**src/design/fvst_pkg.sv**
```systemverilog
// ----------------------------------------------------------------------------
// fvst_pkg: shared definitions for the frame step timer
// Field widths, register indexes, reset values and the status word of the
// bit-serial arithmetic units.
// ----------------------------------------------------------------------------
package fvst_pkg;

  // field widths
  localparam int FREQ_W     = 40;
  localparam int COUNT_W    = 63;
  localparam int TGT_W      = 24;
  localparam int TICK_W     = 24;
  localparam int LEFT_W     = 25;
  localparam int ACC_W      = 64;
  localparam int TOTAL_W    = 64;
  localparam int FRAME_W    = 32;
  localparam int STEPS_W    = 20;
  localparam int FPS_W      = 32;
  localparam int CFG_IDX_W  = 2;
  localparam int CFG_DATA_W = 64;

  // clamped delta is at most 2^40 / 10, which fits 37 bits
  localparam int DCLAMP_W   = 37;
  localparam int PROD_W     = 64;
  localparam int DIV_CNT_W  = $clog2(PROD_W + 1);

  // constants
  localparam int DEF_TICKS_PER_SECOND = 10000000;
  localparam int CLAMP_DIVISOR        = 10;
  localparam int SNAP_DIVISOR         = 4000;

  localparam logic [FREQ_W-1:0] FREQ_RESET = FREQ_W'(10000000);
  localparam logic [TGT_W-1:0]  TGT_RESET  = TGT_W'(166667);

  // configuration register indexes
  typedef enum logic [CFG_IDX_W-1:0] {
    REG_FREQ   = 2'd0,
    REG_START  = 2'd1,
    REG_MODE   = 2'd2,
    REG_TARGET = 2'd3
  } cfg_reg_t;

  // status of a bit-serial unit
  typedef struct packed {
    logic busy;
    logic done;
  } unit_stat_t;

endpackage

```
**src/design/fvst_if.sv**
```systemverilog
// ----------------------------------------------------------------------------
// fvst_if: channel interfaces of the frame step timer
// Sample channel, result channel and configuration write channel, each with
// valid/ready and its payload.
// ----------------------------------------------------------------------------
interface fvst_sample_if;
  logic                           valid;
  logic                           ready;
  logic [fvst_pkg::COUNT_W-1:0]   counter_now;

  modport source (output valid, output counter_now, input ready);
  modport sink   (input valid, input counter_now, output ready);
endinterface

interface fvst_result_if;
  logic                           valid;
  logic                           ready;
  logic [fvst_pkg::TICK_W-1:0]    elapsed_ticks;
  logic [fvst_pkg::TOTAL_W-1:0]   total_ticks;
  logic [fvst_pkg::FRAME_W-1:0]   frame_count;
  logic [fvst_pkg::STEPS_W-1:0]   frames_stepped;
  logic [fvst_pkg::FPS_W-1:0]     frames_per_second;

  modport source (output valid, output elapsed_ticks, output total_ticks,
                  output frame_count, output frames_stepped,
                  output frames_per_second, input ready);
  modport sink   (input valid, input elapsed_ticks, input total_ticks,
                  input frame_count, input frames_stepped,
                  input frames_per_second, output ready);
endinterface

interface fvst_cfg_if;
  logic                              valid;
  logic                              ready;
  logic [fvst_pkg::CFG_IDX_W-1:0]    index;
  logic [fvst_pkg::CFG_DATA_W-1:0]   data;

  modport source (output valid, output index, output data, input ready);
  modport sink   (input valid, input index, input data, output ready);
endinterface

```
**src/design/fvst_div.sv**
```systemverilog
// ----------------------------------------------------------------------------
// fvst_div: bit-serial restoring divider
// Takes one quotient bit per cycle from the top of a left-aligned dividend.
// Produces nbits quotient bits; the quotient ends in the low bits of the shift register.
// ----------------------------------------------------------------------------
module fvst_div #(
  parameter int DVD_W = 64,
  parameter int DVS_W = 40
) (
  input  logic                         clk,
  input  logic                         rst,
  input  logic                         start,
  input  logic [DVD_W-1:0]             dividend,
  input  logic [DVS_W-1:0]             divisor,
  input  logic [$clog2(DVD_W+1)-1:0]   nbits,
  output fvst_pkg::unit_stat_t         stat,
  output logic [DVD_W-1:0]             quotient,
  output logic [DVS_W-1:0]             remainder
);

  localparam int CNT_W = $clog2(DVD_W + 1);

  logic [DVD_W-1:0] dvd;
  logic [DVS_W-1:0] dvs;
  logic [DVS_W-1:0] rem;
  logic [CNT_W-1:0] cnt;
  logic             busy;
  logic             done;

  logic [DVS_W:0]   partial;
  logic [DVS_W:0]   diff;
  logic             fits;
  logic [DVS_W-1:0] rem_next;

  // one trial subtract per cycle
  always_comb begin
    partial  = {rem, dvd[DVD_W-1]};
    diff     = partial - {1'b0, dvs};
    fits     = (partial >= {1'b0, dvs});
    rem_next = fits ? diff[DVS_W-1:0] : partial[DVS_W-1:0];
  end

  // control
  always_ff @(posedge clk) begin
    if (rst) begin
      busy <= 1'b0;
      done <= 1'b0;
      cnt  <= '0;
    end else begin
      done <= 1'b0;
      if (start && !busy) begin
        busy <= 1'b1;
        cnt  <= nbits;
      end else if (busy) begin
        cnt <= cnt - CNT_W'(1);
        if (cnt == CNT_W'(1)) begin
          busy <= 1'b0;
          done <= 1'b1;
        end
      end
    end
  end

  // datapath
  always_ff @(posedge clk) begin
    if (start && !busy) begin
      dvd <= dividend;
      dvs <= divisor;
      rem <= '0;
    end else if (busy) begin
      dvd <= {dvd[DVD_W-2:0], fits};
      rem <= rem_next;
    end
  end

  assign stat.busy = busy;
  assign stat.done = done;
  assign quotient  = dvd;
  assign remainder = rem;

endmodule

```
**src/design/fvst_mul.sv**
```systemverilog
// ----------------------------------------------------------------------------
// fvst_mul: bit-serial shift-and-add multiplier
// Walks the multiplier MSB first, one bit per cycle, doubling the product
// and adding the multiplicand when the bit is set.
// ----------------------------------------------------------------------------
module fvst_mul #(
  parameter int A_W = 37,
  parameter int B_W = 24,
  parameter int P_W = 64
) (
  input  logic                 clk,
  input  logic                 rst,
  input  logic                 start,
  input  logic [A_W-1:0]       a,
  input  logic [B_W-1:0]       b,
  output fvst_pkg::unit_stat_t stat,
  output logic [P_W-1:0]       product
);

  localparam int CNT_W = $clog2(A_W + 1);

  logic [A_W-1:0]   a_sh;
  logic [B_W-1:0]   b_r;
  logic [P_W-1:0]   acc;
  logic [CNT_W-1:0] cnt;
  logic             busy;
  logic             done;

  // control
  always_ff @(posedge clk) begin
    if (rst) begin
      busy <= 1'b0;
      done <= 1'b0;
      cnt  <= '0;
    end else begin
      done <= 1'b0;
      if (start && !busy) begin
        busy <= 1'b1;
        cnt  <= CNT_W'(A_W);
      end else if (busy) begin
        cnt <= cnt - CNT_W'(1);
        if (cnt == CNT_W'(1)) begin
          busy <= 1'b0;
          done <= 1'b1;
        end
      end
    end
  end

  // datapath
  always_ff @(posedge clk) begin
    if (start && !busy) begin
      a_sh <= a;
      b_r  <= b;
      acc  <= '0;
    end else if (busy) begin
      a_sh <= {a_sh[A_W-2:0], 1'b0};
      acc  <= {acc[P_W-2:0], 1'b0} + (a_sh[A_W-1] ? P_W'(b_r) : '0);
    end
  end

  assign stat.busy = busy;
  assign stat.done = done;
  assign product   = acc;

endmodule

```
**src/design/fixed_or_variable_frame_step_timer_top.sv**
```systemverilog
// ----------------------------------------------------------------------------
// fixed_or_variable_frame_step_timer_top: game loop step timer
// Turns counter samples into frame steps in fixed or variable timestep mode.
// ----------------------------------------------------------------------------
// Each sample word carries a free-running counter value; the block answers
// it with one result word. One sample is worked at a time. The sequencer
// runs a single bit-serial divider in turn for the clamp (frequency / 10),
// the tick conversion and, in fixed mode with a nonzero target, the
// fixed-step split, with a bit-serial multiply between. A second divider
// reduces the one-second accumulator in parallel. The next sample is taken
// as soon as the sequencer is back in idle, even while the last result word
// still waits to be taken; a new result word waits in the sequencer until
// the previous one is taken. A counter_frequency of zero counts as one.
// Configuration writes are taken only while the sequencer is idle, ahead of
// a sample offered in the same cycle; a start_count write reloads the
// reference sample.
// ----------------------------------------------------------------------------
module fixed_or_variable_frame_step_timer_top #(
  parameter int TICKS_PER_SECOND = fvst_pkg::DEF_TICKS_PER_SECOND
) (
  input  logic          clk,
  input  logic          rst,
  fvst_sample_if.sink   sample,
  fvst_result_if.source result,
  fvst_cfg_if.sink      cfg
);

  localparam int TPS_W = $clog2(TICKS_PER_SECOND + 1);
  localparam int SNAP  = TICKS_PER_SECOND / fvst_pkg::SNAP_DIVISOR;

  localparam logic [fvst_pkg::STEPS_W-1:0] STEPS_MAX = '1;

  typedef enum logic [6:0] {
    S_IDLE = 7'b0000001,
    S_PREP = 7'b0000010,
    S_MAXD = 7'b0000100,
    S_MUL  = 7'b0001000,
    S_DIVT = 7'b0010000,
    S_DIVL = 7'b0100000,
    S_DONE = 7'b1000000
  } state_t;

  state_t state;

  // configuration
  logic [fvst_pkg::FREQ_W-1:0]  freq;
  logic                         fixed_mode;
  logic [fvst_pkg::TGT_W-1:0]   tgt;
  logic [fvst_pkg::FREQ_W-1:0]  freq_eff;

  // timer state
  logic [fvst_pkg::COUNT_W-1:0] last_count;
  logic [fvst_pkg::ACC_W-1:0]   sec_acc;
  logic [fvst_pkg::LEFT_W-1:0]  leftover;
  logic [fvst_pkg::TICK_W-1:0]  step_ticks;
  logic [fvst_pkg::TOTAL_W-1:0] tick_total;
  logic [fvst_pkg::FRAME_W-1:0] frame_total;
  logic [fvst_pkg::FRAME_W-1:0] frames_in_sec;
  logic [fvst_pkg::FPS_W-1:0]   fps;

  // per-sample work registers
  logic [fvst_pkg::COUNT_W-1:0] delta;
  logic [fvst_pkg::LEFT_W-1:0]  steps;
  logic                         stepped;

  // output register
  logic                          out_valid;
  logic [fvst_pkg::TICK_W-1:0]   out_elapsed;
  logic [fvst_pkg::TOTAL_W-1:0]  out_total;
  logic [fvst_pkg::FRAME_W-1:0]  out_frames;
  logic [fvst_pkg::STEPS_W-1:0]  out_stepped;
  logic [fvst_pkg::FPS_W-1:0]    out_fps;

  // divider A: clamp, tick conversion, fixed-step split
  logic                            da_start;
  logic [fvst_pkg::PROD_W-1:0]     da_dividend;
  logic [fvst_pkg::FREQ_W-1:0]     da_divisor;
  logic [fvst_pkg::DIV_CNT_W-1:0]  da_nbits;
  fvst_pkg::unit_stat_t            da_stat;
  logic [fvst_pkg::PROD_W-1:0]     da_q;
  logic [fvst_pkg::FREQ_W-1:0]     da_r;

  // divider B: second accumulator modulo frequency
  logic                            db_start;
  fvst_pkg::unit_stat_t            db_stat;
  logic [fvst_pkg::ACC_W-1:0]      db_q;
  logic [fvst_pkg::FREQ_W-1:0]     db_r;

  // multiplier: clamped delta times ticks per second
  logic                            mul_start;
  logic [fvst_pkg::DCLAMP_W-1:0]   dclamp;
  fvst_pkg::unit_stat_t            mul_stat;
  logic [fvst_pkg::PROD_W-1:0]     product;

  // combinational helpers
  logic [fvst_pkg::ACC_W-1:0]      acc_sum;
  logic [fvst_pkg::DCLAMP_W-1:0]   max_delta;
  logic [fvst_pkg::TICK_W-1:0]     ticks;
  logic [fvst_pkg::TGT_W-1:0]      tick_diff;
  logic [fvst_pkg::TICK_W-1:0]     ticks_snap;
  logic [fvst_pkg::LEFT_W-1:0]     left_sum;
  logic [fvst_pkg::LEFT_W-1:0]     split_q;
  logic [fvst_pkg::LEFT_W-1:0]     split_r;
  logic [fvst_pkg::FRAME_W-1:0]    fis_inc;
  logic                            sec_wrap;
  logic [fvst_pkg::FPS_W-1:0]      fps_new;
  logic                            out_free;
  logic                            out_load;

  assign freq_eff  = (freq == '0) ? fvst_pkg::FREQ_W'(1) : freq;
  assign acc_sum   = sec_acc + fvst_pkg::ACC_W'(delta);
  assign max_delta = da_q[fvst_pkg::DCLAMP_W-1:0];
  assign dclamp    = (delta > fvst_pkg::COUNT_W'(max_delta)) ?
                     max_delta : delta[fvst_pkg::DCLAMP_W-1:0];
  assign ticks     = da_q[fvst_pkg::TICK_W-1:0];
  assign tick_diff = (ticks >= tgt) ? (ticks - tgt) : (tgt - ticks);
  assign ticks_snap = (tick_diff < fvst_pkg::TGT_W'(SNAP)) ? tgt : ticks;
  assign left_sum  = leftover + fvst_pkg::LEFT_W'(ticks_snap);
  assign split_q   = da_q[fvst_pkg::LEFT_W-1:0];
  assign split_r   = {1'b0, da_r[fvst_pkg::TGT_W-1:0]};
  assign fis_inc   = frames_in_sec + fvst_pkg::FRAME_W'(stepped);
  assign sec_wrap  = (sec_acc >= fvst_pkg::ACC_W'(freq_eff));
  assign fps_new   = sec_wrap ? fis_inc : fps;
  assign out_free  = !out_valid || result.ready;
  assign out_load  = (state == S_DONE) && !db_stat.busy && out_free;

  // unit start requests and operand selection
  always_comb begin
    da_start    = 1'b0;
    da_dividend = '0;
    da_divisor  = fvst_pkg::FREQ_W'(fvst_pkg::CLAMP_DIVISOR);
    da_nbits    = fvst_pkg::DIV_CNT_W'(fvst_pkg::FREQ_W);
    db_start    = 1'b0;
    mul_start   = 1'b0;
    case (state)
      S_PREP: begin
        da_start    = 1'b1;
        da_dividend = {freq_eff, {(fvst_pkg::PROD_W - fvst_pkg::FREQ_W){1'b0}}};
        db_start    = 1'b1;
      end
      S_MAXD: begin
        mul_start = da_stat.done;
      end
      S_MUL: begin
        da_start    = mul_stat.done;
        da_dividend = product;
        da_divisor  = freq_eff;
        da_nbits    = fvst_pkg::DIV_CNT_W'(fvst_pkg::PROD_W);
      end
      S_DIVT: begin
        da_start    = da_stat.done && fixed_mode && (tgt != '0);
        da_dividend = {left_sum, {(fvst_pkg::PROD_W - fvst_pkg::LEFT_W){1'b0}}};
        da_divisor  = fvst_pkg::FREQ_W'(tgt);
        da_nbits    = fvst_pkg::DIV_CNT_W'(fvst_pkg::LEFT_W);
      end
      default: begin
      end
    endcase
  end

  fvst_div #(
    .DVD_W (fvst_pkg::PROD_W),
    .DVS_W (fvst_pkg::FREQ_W)
  ) u_div_a (
    .clk       (clk),
    .rst       (rst),
    .start     (da_start),
    .dividend  (da_dividend),
    .divisor   (da_divisor),
    .nbits     (da_nbits),
    .stat      (da_stat),
    .quotient  (da_q),
    .remainder (da_r)
  );

  fvst_div #(
    .DVD_W (fvst_pkg::ACC_W),
    .DVS_W (fvst_pkg::FREQ_W)
  ) u_div_b (
    .clk       (clk),
    .rst       (rst),
    .start     (db_start),
    .dividend  (acc_sum),
    .divisor   (freq_eff),
    .nbits     (fvst_pkg::DIV_CNT_W'(fvst_pkg::ACC_W)),
    .stat      (db_stat),
    .quotient  (db_q),
    .remainder (db_r)
  );

  fvst_mul #(
    .A_W (fvst_pkg::DCLAMP_W),
    .B_W (TPS_W),
    .P_W (fvst_pkg::PROD_W)
  ) u_mul (
    .clk     (clk),
    .rst     (rst),
    .start   (mul_start),
    .a       (dclamp),
    .b       (TPS_W'(TICKS_PER_SECOND)),
    .stat    (mul_stat),
    .product (product)
  );

  // channel handshakes: register writes only between samples, ahead of one
  assign sample.ready = (state == S_IDLE) && !cfg.valid;
  assign cfg.ready    = (state == S_IDLE);

  // sequencer and timer state
  always_ff @(posedge clk) begin
    if (rst) begin
      state         <= S_IDLE;
      freq          <= fvst_pkg::FREQ_RESET;
      fixed_mode    <= 1'b0;
      tgt           <= fvst_pkg::TGT_RESET;
      last_count    <= '0;
      sec_acc       <= '0;
      leftover      <= '0;
      step_ticks    <= '0;
      tick_total    <= '0;
      frame_total   <= '0;
      frames_in_sec <= '0;
      fps           <= '0;
      stepped       <= 1'b0;
      out_valid     <= 1'b0;
    end else begin
      if (out_load) begin
        out_valid <= 1'b1;
      end else if (out_valid && result.ready) begin
        out_valid <= 1'b0;
      end

      // configuration write
      if (cfg.valid && cfg.ready) begin
        case (cfg.index)
          fvst_pkg::REG_FREQ:   freq       <= cfg.data[fvst_pkg::FREQ_W-1:0];
          fvst_pkg::REG_START:  last_count <= cfg.data[fvst_pkg::COUNT_W-1:0];
          fvst_pkg::REG_MODE:   fixed_mode <= cfg.data[0];
          fvst_pkg::REG_TARGET: tgt        <= cfg.data[fvst_pkg::TGT_W-1:0];
          default: begin
          end
        endcase
      end

      case (state)
        S_IDLE: begin
          if (sample.valid && sample.ready) begin
            delta      <= sample.counter_now - last_count;
            last_count <= sample.counter_now;
            state      <= S_PREP;
          end
        end
        S_PREP: begin
          sec_acc <= acc_sum;
          state   <= S_MAXD;
        end
        S_MAXD: begin
          if (da_stat.done) begin
            state <= S_MUL;
          end
        end
        S_MUL: begin
          if (mul_stat.done) begin
            state <= S_DIVT;
          end
        end
        S_DIVT: begin
          if (da_stat.done) begin
            if (!fixed_mode) begin
              // variable step: one frame of the whole tick count
              step_ticks  <= ticks;
              tick_total  <= tick_total + fvst_pkg::TOTAL_W'(ticks);
              leftover    <= '0;
              frame_total <= frame_total + fvst_pkg::FRAME_W'(1);
              steps       <= fvst_pkg::LEFT_W'(1);
              stepped     <= 1'b1;
              state       <= S_DONE;
            end else if (tgt == '0) begin
              leftover <= '0;
              steps    <= '0;
              stepped  <= 1'b0;
              state    <= S_DONE;
            end else begin
              leftover <= left_sum;
              state    <= S_DIVL;
            end
          end
        end
        S_DIVL: begin
          if (da_stat.done) begin
            // whole target steps out of the leftover
            steps    <= split_q;
            leftover <= split_r;
            stepped  <= (split_q != '0);
            if (split_q != '0) begin
              step_ticks  <= tgt;
              tick_total  <= tick_total + fvst_pkg::TOTAL_W'(leftover - split_r);
              frame_total <= frame_total + fvst_pkg::FRAME_W'(split_q);
            end
            state <= S_DONE;
          end
        end
        S_DONE: begin
          if (out_load) begin
            // one-second frame rate window
            if (sec_wrap) begin
              fps           <= fis_inc;
              frames_in_sec <= '0;
              sec_acc       <= fvst_pkg::ACC_W'(db_r);
            end else begin
              frames_in_sec <= fis_inc;
            end
            state <= S_IDLE;
          end
        end
        default: begin
          state <= S_IDLE;
        end
      endcase
    end
  end

  // result word
  always_ff @(posedge clk) begin
    if (out_load) begin
      out_elapsed <= step_ticks;
      out_total   <= tick_total;
      out_frames  <= frame_total;
      out_stepped <= (steps > fvst_pkg::LEFT_W'(STEPS_MAX)) ?
                     STEPS_MAX : steps[fvst_pkg::STEPS_W-1:0];
      out_fps     <= fps_new;
    end
  end

  assign result.valid             = out_valid;
  assign result.elapsed_ticks     = out_elapsed;
  assign result.total_ticks       = out_total;
  assign result.frame_count       = out_frames;
  assign result.frames_stepped    = out_stepped;
  assign result.frames_per_second = out_fps;

endmodule

```
**src/flat_wrapper.sv**
```systemverilog
// flat-port wrapper written by rule: the top's interface ports become plain ports
module fixed_or_variable_frame_step_timer_top_flat 
#(
  parameter int TICKS_PER_SECOND = fvst_pkg::DEF_TICKS_PER_SECOND
)
  (clk, rst, sample_valid, sample_counter_now, sample_ready, result_valid, result_elapsed_ticks, result_total_ticks, result_frame_count, result_frames_stepped, result_frames_per_second, result_ready, cfg_valid, cfg_index, cfg_data, cfg_ready);
  fvst_sample_if sample_i ();
  fvst_result_if result_i ();
  fvst_cfg_if cfg_i ();
  input  logic clk;
  input  logic rst;
  input wire logic [$bits(sample_i.valid)-1:0] sample_valid;
  input wire logic [$bits(sample_i.counter_now)-1:0] sample_counter_now;
  output wire logic [$bits(sample_i.ready)-1:0] sample_ready;
  output wire logic [$bits(result_i.valid)-1:0] result_valid;
  output wire logic [$bits(result_i.elapsed_ticks)-1:0] result_elapsed_ticks;
  output wire logic [$bits(result_i.total_ticks)-1:0] result_total_ticks;
  output wire logic [$bits(result_i.frame_count)-1:0] result_frame_count;
  output wire logic [$bits(result_i.frames_stepped)-1:0] result_frames_stepped;
  output wire logic [$bits(result_i.frames_per_second)-1:0] result_frames_per_second;
  input wire logic [$bits(result_i.ready)-1:0] result_ready;
  input wire logic [$bits(cfg_i.valid)-1:0] cfg_valid;
  input wire logic [$bits(cfg_i.index)-1:0] cfg_index;
  input wire logic [$bits(cfg_i.data)-1:0] cfg_data;
  output wire logic [$bits(cfg_i.ready)-1:0] cfg_ready;
  assign sample_i.valid = sample_valid;
  assign sample_i.counter_now = sample_counter_now;
  assign sample_ready = sample_i.ready;
  assign result_valid = result_i.valid;
  assign result_elapsed_ticks = result_i.elapsed_ticks;
  assign result_total_ticks = result_i.total_ticks;
  assign result_frame_count = result_i.frame_count;
  assign result_frames_stepped = result_i.frames_stepped;
  assign result_frames_per_second = result_i.frames_per_second;
  assign result_i.ready = result_ready;
  assign cfg_i.valid = cfg_valid;
  assign cfg_i.index = cfg_index;
  assign cfg_i.data = cfg_data;
  assign cfg_ready = cfg_i.ready;
  fixed_or_variable_frame_step_timer_top #(.TICKS_PER_SECOND(TICKS_PER_SECOND)) u_core (.clk(clk), .rst(rst), .sample(sample_i), .result(result_i), .cfg(cfg_i));
endmodule
```
**config.mk**
```make
export PLATFORM = sky130hd
export DESIGN_NAME = fixed_or_variable_frame_step_timer_top_flat
export DESIGN_NICKNAME = d
export VERILOG_FILES = /design/src/design/fvst_pkg.sv /design/src/design/fvst_if.sv /design/src/design/fvst_div.sv /design/src/design/fvst_mul.sv /design/src/design/fixed_or_variable_frame_step_timer_top.sv /design/src/flat_wrapper.sv
export SDC_FILE = /design/constraint.sdc
export NUM_CORES = 2
export LEC_CHECK = 0
export BUFFER_PORTS_ARGS = -buffer_cell sky130_fd_sc_hd__buf_4
export CAP_MARGIN = 5
export CORE_MARGIN = 8
export CORE_UTILIZATION = 25
export CTS_CLUSTER_DIAMETER = 80
export CTS_CLUSTER_SIZE = 14
export DETAILED_ROUTE_END_ITERATION = 6
export MAX_ROUTING_LAYER = met4
export PLACE_DENSITY_LB_ADDON = 0.08
export SYNTH_ARGS = -nofsm -noshare
export SYNTH_HDL_FRONTEND = slang
export SYNTH_HIERARCHICAL = 1
export SYNTH_SLANG_ARGS = --single-unit
```
**constraint.sdc**
```tcl
create_clock -name clk -period 10.1 [get_ports clk]
set_clock_uncertainty 0.15 [all_clocks]
set_input_delay 1.515 -clock clk [delete_from_list [all_inputs] [get_ports clk]]
set_output_delay 1.515 -clock clk [all_outputs]
set_load 0.005 [all_outputs]
```
-- Word-level counts from Yosys, hierarchy flattened
Index checks and enable logic that the tools add are counted.
- $lt $le $gt $ge: 7
- eq/ne operators: 23
- reduce and logical (&&, ||, !) cells: 43
- muxes and demuxes: 86
- $add $sub $neg: 17
- bitwise gates (word level): 3
- operators with widths (cell ; number):
    64-bit two-way mux ; 10
    64-bit case mux with 2 select lines ; 2
    63-bit two-way mux ; 4
    25-bit two-way mux ; 8
    32-bit two-way mux ; 6
    64-bit case mux with 3 select lines ; 1
    24-bit two-way mux ; 7
    64-bit by 24-bit adder with 64-bit output ; 2
    40-bit two-way mux ; 3
    37-bit two-way mux ; 3
    25-bit case mux with 2 select lines ; 2
    7-bit two-way mux ; 12
    41-bit by 40-bit >= comparator with 1-bit output ; 2
    40-bit case mux with 2 select lines ; 1
    40-bit subtractor ; 2
    64-bit by 63-bit adder with 64-bit output ; 1
    64-bit adder ; 1
    64-bit by 40-bit >= comparator with 1-bit output ; 1
    32-bit case mux with 2 select lines ; 1
    63-bit by 37-bit greater-than comparator with 1-bit output ; 1
    63-bit subtractor ; 1
    7-bit case mux with 7 select lines ; 1
    24-bit case mux with 2 select lines ; 1
    24-bit subtractor ; 2
    other kinds (45) ; 104
- register bits: 1084
- output and inout port bits: 175
- word-level logic and storage cells: 218

-- Longest topological paths before layout
- depth in word-level cells: 9
- gate-level depth with buffers: 30

-- By module
The synthesis kept the hierarchy.
- by module, submodules not included (module ; area each (um^2) ; cells each ; instances):
    fixed_or_variable_frame_step_timer_top ; 45944.1 ; 5454 ; 1
    fvst_div at u_core.u_div_a ; 8479.4 ; 927 ; 1
    fvst_div at u_core.u_div_b ; 8279.2 ; 740 ; 1
    fvst_mul ; 7179.4 ; 743 ; 1

-- Least setup slack after synthesis
Ideal clock, no wire load.
- path kind: input port to flip-flop
- start point: input result_ready
- end point: register u_core.out_elapsed, in the netlist u_core/result.elapsed_ticks[0] (enable)
- path buffers: 2
- stages: 5
- arrival: 7.056 ns
- setup slack: 2.291 ns
- data required time: 9.347 ns
- setup time: 0.603 ns
- cells stage by stage: nor2b_1 -> or3_1 -> clkbuf_1 -> clkinv_1 -> clkbuf_1
- longest elaborated chain between the ends: 2
- ends and longest elaborated chain (element ; RTL line ; text):
    from (decl) ; flat_wrapper.sv:21 ; input wire logic [$bits(result_i.ready)-1:0] result_ready;
    1-bit logical OR ; fixed_or_variable_frame_step_timer_top.sv:124 ; assign out_free = !out_valid || result.ready;
    1-bit logical AND ; fixed_or_variable_frame_step_timer_top.sv:125 ; assign out_load = (state == S_DONE) && !db_stat.busy && out_free;
    via u_core.out_load ; fixed_or_variable_frame_step_timer_top.sv:108 ; logic out_load;
    to (signal assigned) ; fixed_or_variable_frame_step_timer_top.sv:326 ; out_elapsed <= step_ticks;
    to (decl) ; fixed_or_variable_frame_step_timer_top.sv:68 ; logic [fvst_pkg::TICK_W-1:0] out_elapsed;
The timed path passes the listed nets, and every way through them passes these cells.
A chain may end at the register's enable or synchronous reset.

-- Worst setup path in the final report
- start point: register u_core/tgt[7] in the netlist's numbering
- end point: register u_core.u_div_a.dvd[63], in the netlist u_core/u_div_a/quotient[63] (data pin)
- longest elaborated chain between the ends: 7
- elaborated cells between the ends (all ways): 13
- classes of those cells: add/sub: 3; order compare: 2; mux: 5; reduce/logical: 3
- ends and longest elaborated chain (element ; RTL line ; text):
    from (decl) ; fixed_or_variable_frame_step_timer_top.sv:48 ; logic [fvst_pkg::TGT_W-1:0] tgt;
    from (signal assigned) ; fixed_or_variable_frame_step_timer_top.sv:215 ; tgt <= fvst_pkg::TGT_RESET;
    from (signal assigned) ; fixed_or_variable_frame_step_timer_top.sv:239 ; fvst_pkg::REG_TARGET: tgt <= cfg.data[fvst_pkg::TGT_W-1:0];
    24-bit subtractor or 24-bit >= comparator (tied branches) ; fixed_or_variable_frame_step_timer_top.sv:116 ; assign tick_diff = (ticks >= tgt) ? (ticks - tgt) : (tgt - ticks);
    24-bit two-way mux ; fixed_or_variable_frame_step_timer_top.sv:116 ;
    24-bit by 12-bit less-than comparator with 1-bit output ; fixed_or_variable_frame_step_timer_top.sv:117 ; assign ticks_snap = (tick_diff < fvst_pkg::TGT_W'(SNAP)) ? tgt : ticks;
    24-bit two-way mux * ; fixed_or_variable_frame_step_timer_top.sv:117 ;
    25-bit by 24-bit adder with 25-bit output * ; fixed_or_variable_frame_step_timer_top.sv:118 ; assign left_sum = leftover + fvst_pkg::LEFT_W'(ticks_snap);
    64-bit case mux with 3 select lines * ; fixed_or_variable_frame_step_timer_top.sv:135 ; case (state)
    via u_core.da_dividend, one bit ; fixed_or_variable_frame_step_timer_top.sv:76 ; logic [fvst_pkg::PROD_W-1:0] da_dividend;
    64-bit two-way mux * ; fvst_div.sv:66 ; if (start && !busy) begin
    to (signal assigned) ; fvst_div.sv:67 ; dvd <= dividend;
    to (signal assigned) ; fvst_div.sv:71 ; dvd <= {dvd[DVD_W-2:0], fits};
    to (decl) ; fvst_div.sv:23 ; logic [DVD_W-1:0] dvd;
The timed path passes the listed nets; every way through them passes the cells marked *.

==> impl_results.html <==
<table>
<tr><th>Metric</th><th>Value</th></tr>
<tr><th colspan="2">Outcome</th></tr>
<tr><td>Run status</td><td>complete, no violations</td></tr>
<tr><th colspan="2">Timing</th></tr>
<tr><td>Max-slew violation count</td><td>0</td></tr>
<tr><td>Transition time at the pin with the least slew margin</td><td>1300 ps</td></tr>
<tr><td>Final period util</td><td>86.1%</td></tr>
<tr><td>Setup repair after global routing missed its margin</td><td>false</td></tr>
<tr><td>Post-route minimum period</td><td>8700 ps</td></tr>
<tr><td>Slew HR</td><td>12.9%</td></tr>
<tr><td>Number of hold-slack violations in the final timing report</td><td>0</td></tr>
<tr><td>Max Clk Rate</td><td>115 MHz</td></tr>
<tr><td>Total negative setup slack</td><td>0 ps</td></tr>
<tr><td>Final count of negative-setup-slack endpoints</td><td>0</td></tr>
<tr><th colspan="2">Setup path</th></tr>
<tr><td>Maximum fanout along the worst path</td><td>13</td></tr>
<tr><td>Data arrival time of the critical path</td><td>9080 ps</td></tr>
<tr><td>Worst setup path class</td><td>flip-flop to flip-flop</td></tr>
<tr><td>CP max-delay cell</td><td>sky130_fd_sc_hd__a2111oi_4</td></tr>
<tr><td>Startpoint Class</td><td>flip-flop</td></tr>
<tr><td>Worst Setup End Kind</td><td>flip-flop</td></tr>
<tr><td>Required time at the worst-slack endpoint</td><td>10490 ps</td></tr>
<tr><td>Slowest Stage Delay on Critical Path</td><td>800 ps</td></tr>
<tr><th colspan="2">Die</th></tr>
<tr><td>Die Span Y</td><td>545 um</td></tr>
<tr><td>Die Outline Area</td><td>297000 sq um</td></tr>
<tr><td>Die outline width</td><td>545 um</td></tr>
<tr><td>Std-Cell Core Area</td><td>279000 sq um</td></tr>
<tr><td>Ports</td><td>309</td></tr>
<tr><td>Effective utilization at floorplan</td><td>25.1%</td></tr>
<tr><td>Number of cell rows</td><td>194</td></tr>
<tr><th colspan="2">Run</th></tr>
<tr><td>Max_cap viols</td><td>0</td></tr>
<tr><th colspan="2">Clocking</th></tr>
<tr><td>Root cell of the clock tree</td><td>sky130_fd_sc_hd__clkbuf_16</td></tr>
<tr><td>Number of instances resized during post-cts repair</td><td>0</td></tr>
<tr><td>Cts-stage hold buffer count</td><td>0</td></tr>
<tr><td>Number of sinks handled by clock tree synthesis</td><td>1108</td></tr>
<tr><td>Setup Buffers After CTS</td><td>0</td></tr>
<tr><td>Depth of the CTS H-tree</td><td>3</td></tr>
<tr><td>Clock Latency Late Sink</td><td>800 ps</td></tr>
<tr><td>Total CTS buffers</td><td>116</td></tr>
<tr><td>Maximum number of buffers from clock root to sink</td><td>3</td></tr>
<tr><td>CTS tree</td><td>yes</td></tr>
<tr><td>Clock edge transition at the registers on the reported setup and hold paths</td><td>70 ps</td></tr>
<tr><th colspan="2">Placed design</th></tr>
<tr><td>Port-buffer cells</td><td>307</td></tr>
<tr><td>Global placement routability congestion</td><td>0.902</td></tr>
<tr><td>Placed cell areas</td><td>76300 sq um</td></tr>
<tr><td>Post-detail-place hpwl</td><td>232000 um</td></tr>
<tr><th colspan="2">Global routing</th></tr>
<tr><td>Total gr overflow</td><td>0</td></tr>
<tr><td>Wire length of the first global-routing pass</td><td>427000 um</td></tr>
<tr><td>Overall routing resource usage</td><td>19.8%</td></tr>
<tr><td>Antenna violations before repair</td><td>17</td></tr>
<tr><td>Pin count of the biggest net entering global routing</td><td>139</td></tr>
<tr><td>Vias in the first global route</td><td>58000</td></tr>
<tr><th colspan="2">Logic synthesis</th></tr>
<tr><td>Post-synthesis instance area</td><td>69800 sq um</td></tr>
<tr><td>Syn Inst Count</td><td>7859</td></tr>
<tr><td>Syn. warnings</td><td>6</td></tr>
<tr><td>Post-synthesis average cell area</td><td>8.89 sq um</td></tr>
<tr><th colspan="2">Final layout</th></tr>
<tr><td>Fill cell total of the finished layout</td><td>29900</td></tr>
<tr><td># nets final</td><td>8659</td></tr>
<tr><td>Fraction of final layout cells with drive strength greater than 1</td><td>11.3%</td></tr>
<tr><td>Finished layout cell area</td><td>80300 sq um</td></tr>
<tr><td>Final core utilization</td><td>28.8%</td></tr>
<tr><td>Synthesis-to-layout area growth</td><td>14.9%</td></tr>
<tr><th colspan="2">Detailed routing</th></tr>
<tr><td>Aggregate routed wire length</td><td>299000 um</td></tr>
<tr><td>Average via count per standard cell</td><td>5.05</td></tr>
<tr><td>First-iteration detailed-routing DRC count</td><td>4753</td></tr>
<tr><td>Average wire per cell in the routed design</td><td>25.2 um</td></tr>
<tr><td>Final ANT Viol Nets</td><td>0</td></tr>
<tr><td>Remaining DRCs</td><td>0</td></tr>
<tr><td>First-pass detailed-route iteration total</td><td>6</td></tr>
<tr><td>Vias</td><td>59800</td></tr>
<tr><th colspan="2">Power</th></tr>
<tr><td>Pwr/cell area</td><td>173 nW/um^2</td></tr>
<tr><td>Static leakage power</td><td>31.3 nW</td></tr>
<tr><td>Maximum vdd drop</td><td>0.000225 V</td></tr>
<tr><th colspan="2">Min path</th></tr>
<tr><td>Path category of the worst min-delay check</td><td>flip-flop to flip-flop</td></tr>
</table>
-- worst max-delay path, delay by kind of cell (launching register included) --
family,cells,cell delay [ps]
compound gates,15,4500
fa+ha+maj,3,1180
buf+inv,4,750
mux,3,690
flops,1,500
simple gates,4,480
xor+xnor,1,170
-- final cells by class --
cell class | count | area, sq um | share of cell area [%]
clock inverter | 61 | 701 | 0.873
multi-input combinational | 5942 | 39300 | 49.0
tap | 3724 | 4660 | 5.80
inverter | 409 | 1540 | 1.92
antenna | 8 | 20.0 | 0.0249
clock buffer | 158 | 3230 | 4.02
sequential | 1108 | 27500 | 34.2
timing repair buffer | 439 | 3320 | 4.13
-- per-layer routing --
metal  global-route usage, %  up-vias  routed length, um
met5                       -        -                  0
met4                    5.32        0               9310
met3                    2.01      272              11700
met2                    31.3     1317             135000
met1                    27.2    29400             143000
li1                        -    28900                  -
-- final timing paths --
kind | startpoint | end | slack, ps | cells after the start
max | u_core/tgt[7] | u_core/u_div_a/quotient[63] | 1400 | 30
min | u_core/freq[12] | u_core/u_div_b/dvs[12] | 290 | 0
max reg2reg | u_core/tgt[7] | u_core/u_div_a/quotient[63] | 1400 | 30
min reg2reg | u_core/freq[12] | u_core/u_div_b/dvs[12] | 290 | 0
-- cells in the final DEF, fill, tap and decap left out, types with 66 or more instances in the layout --
cell type,n
sky130_fd_sc_hd__nor3_1,126
sky130_fd_sc_hd__a31oi_1,69
sky130_fd_sc_hd__nand4_1,97
sky130_fd_sc_hd__nand3_1,193
sky130_fd_sc_hd__a21oi_1,596
sky130_fd_sc_hd__and2_1,88
sky130_fd_sc_hd__nand2_1,1084
sky130_fd_sc_hd__a21o_1,236
sky130_fd_sc_hd__xor2_1,143
sky130_fd_sc_hd__nor2b_1,78
sky130_fd_sc_hd__nor2_1,562
sky130_fd_sc_hd__o21ai_0,334
sky130_fd_sc_hd__inv_1,402
sky130_fd_sc_hd__xnor2_1,244
sky130_fd_sc_hd__o211ai_1,66
sky130_fd_sc_hd__buf_4,437
sky130_fd_sc_hd__clkbuf_16,120
sky130_fd_sc_hd__dfxtp_1,578
sky130_fd_sc_hd__mux2_2,170
sky130_fd_sc_hd__a211oi_1,150
sky130_fd_sc_hd__a311oi_1,70
sky130_fd_sc_hd__edfxtp_1,529
sky130_fd_sc_hd__ha_1,500
sky130_fd_sc_hd__mux2i_1,130
-- through the flow --
step | cells | hold WS (ps) | setup WS [ps] | power [mW]
floorplan | 7890 | 259 | 2290 | 8.16
global placement | 11600 | 268 | 1350 | 9.41
detailed placement | 11600 | 277 | 1390 | 9.39
CTS | 11800 | 290 | 1370 | 14.1
global route | 11800 | 302 | 1010 | 14.7
finish | 11800 | 288 | 1400 | 13.9
-- sequential cells by signal (all words and copies together) (netlist names), 40 cells and up --
name / cells
u_core/freq: 40
u_core/tick_total: 64
u_core/u_div_a/quotient: 64
u_core/u_div_a/dvs: 40
u_core/u_mul/product: 64
u_core/u_div_b/remainder: 40
u_core/last_count: 63
u_core/delta: 63
u_core/result.total_ticks: 64
u_core/u_div_b/dvs: 40
u_core/u_div_a/remainder: 40
u_core/u_div_b/quotient: 64
u_core/sec_acc: 64
-- where the power goes --
group / internal (mW) / switching [mW]
clock: 2.43 / 2.16
combinational: 1.53 / 2.58
sequential: 4.92 / 0.309
total: 8.88 / 5.05
Power figures use the tool's default switching activity.
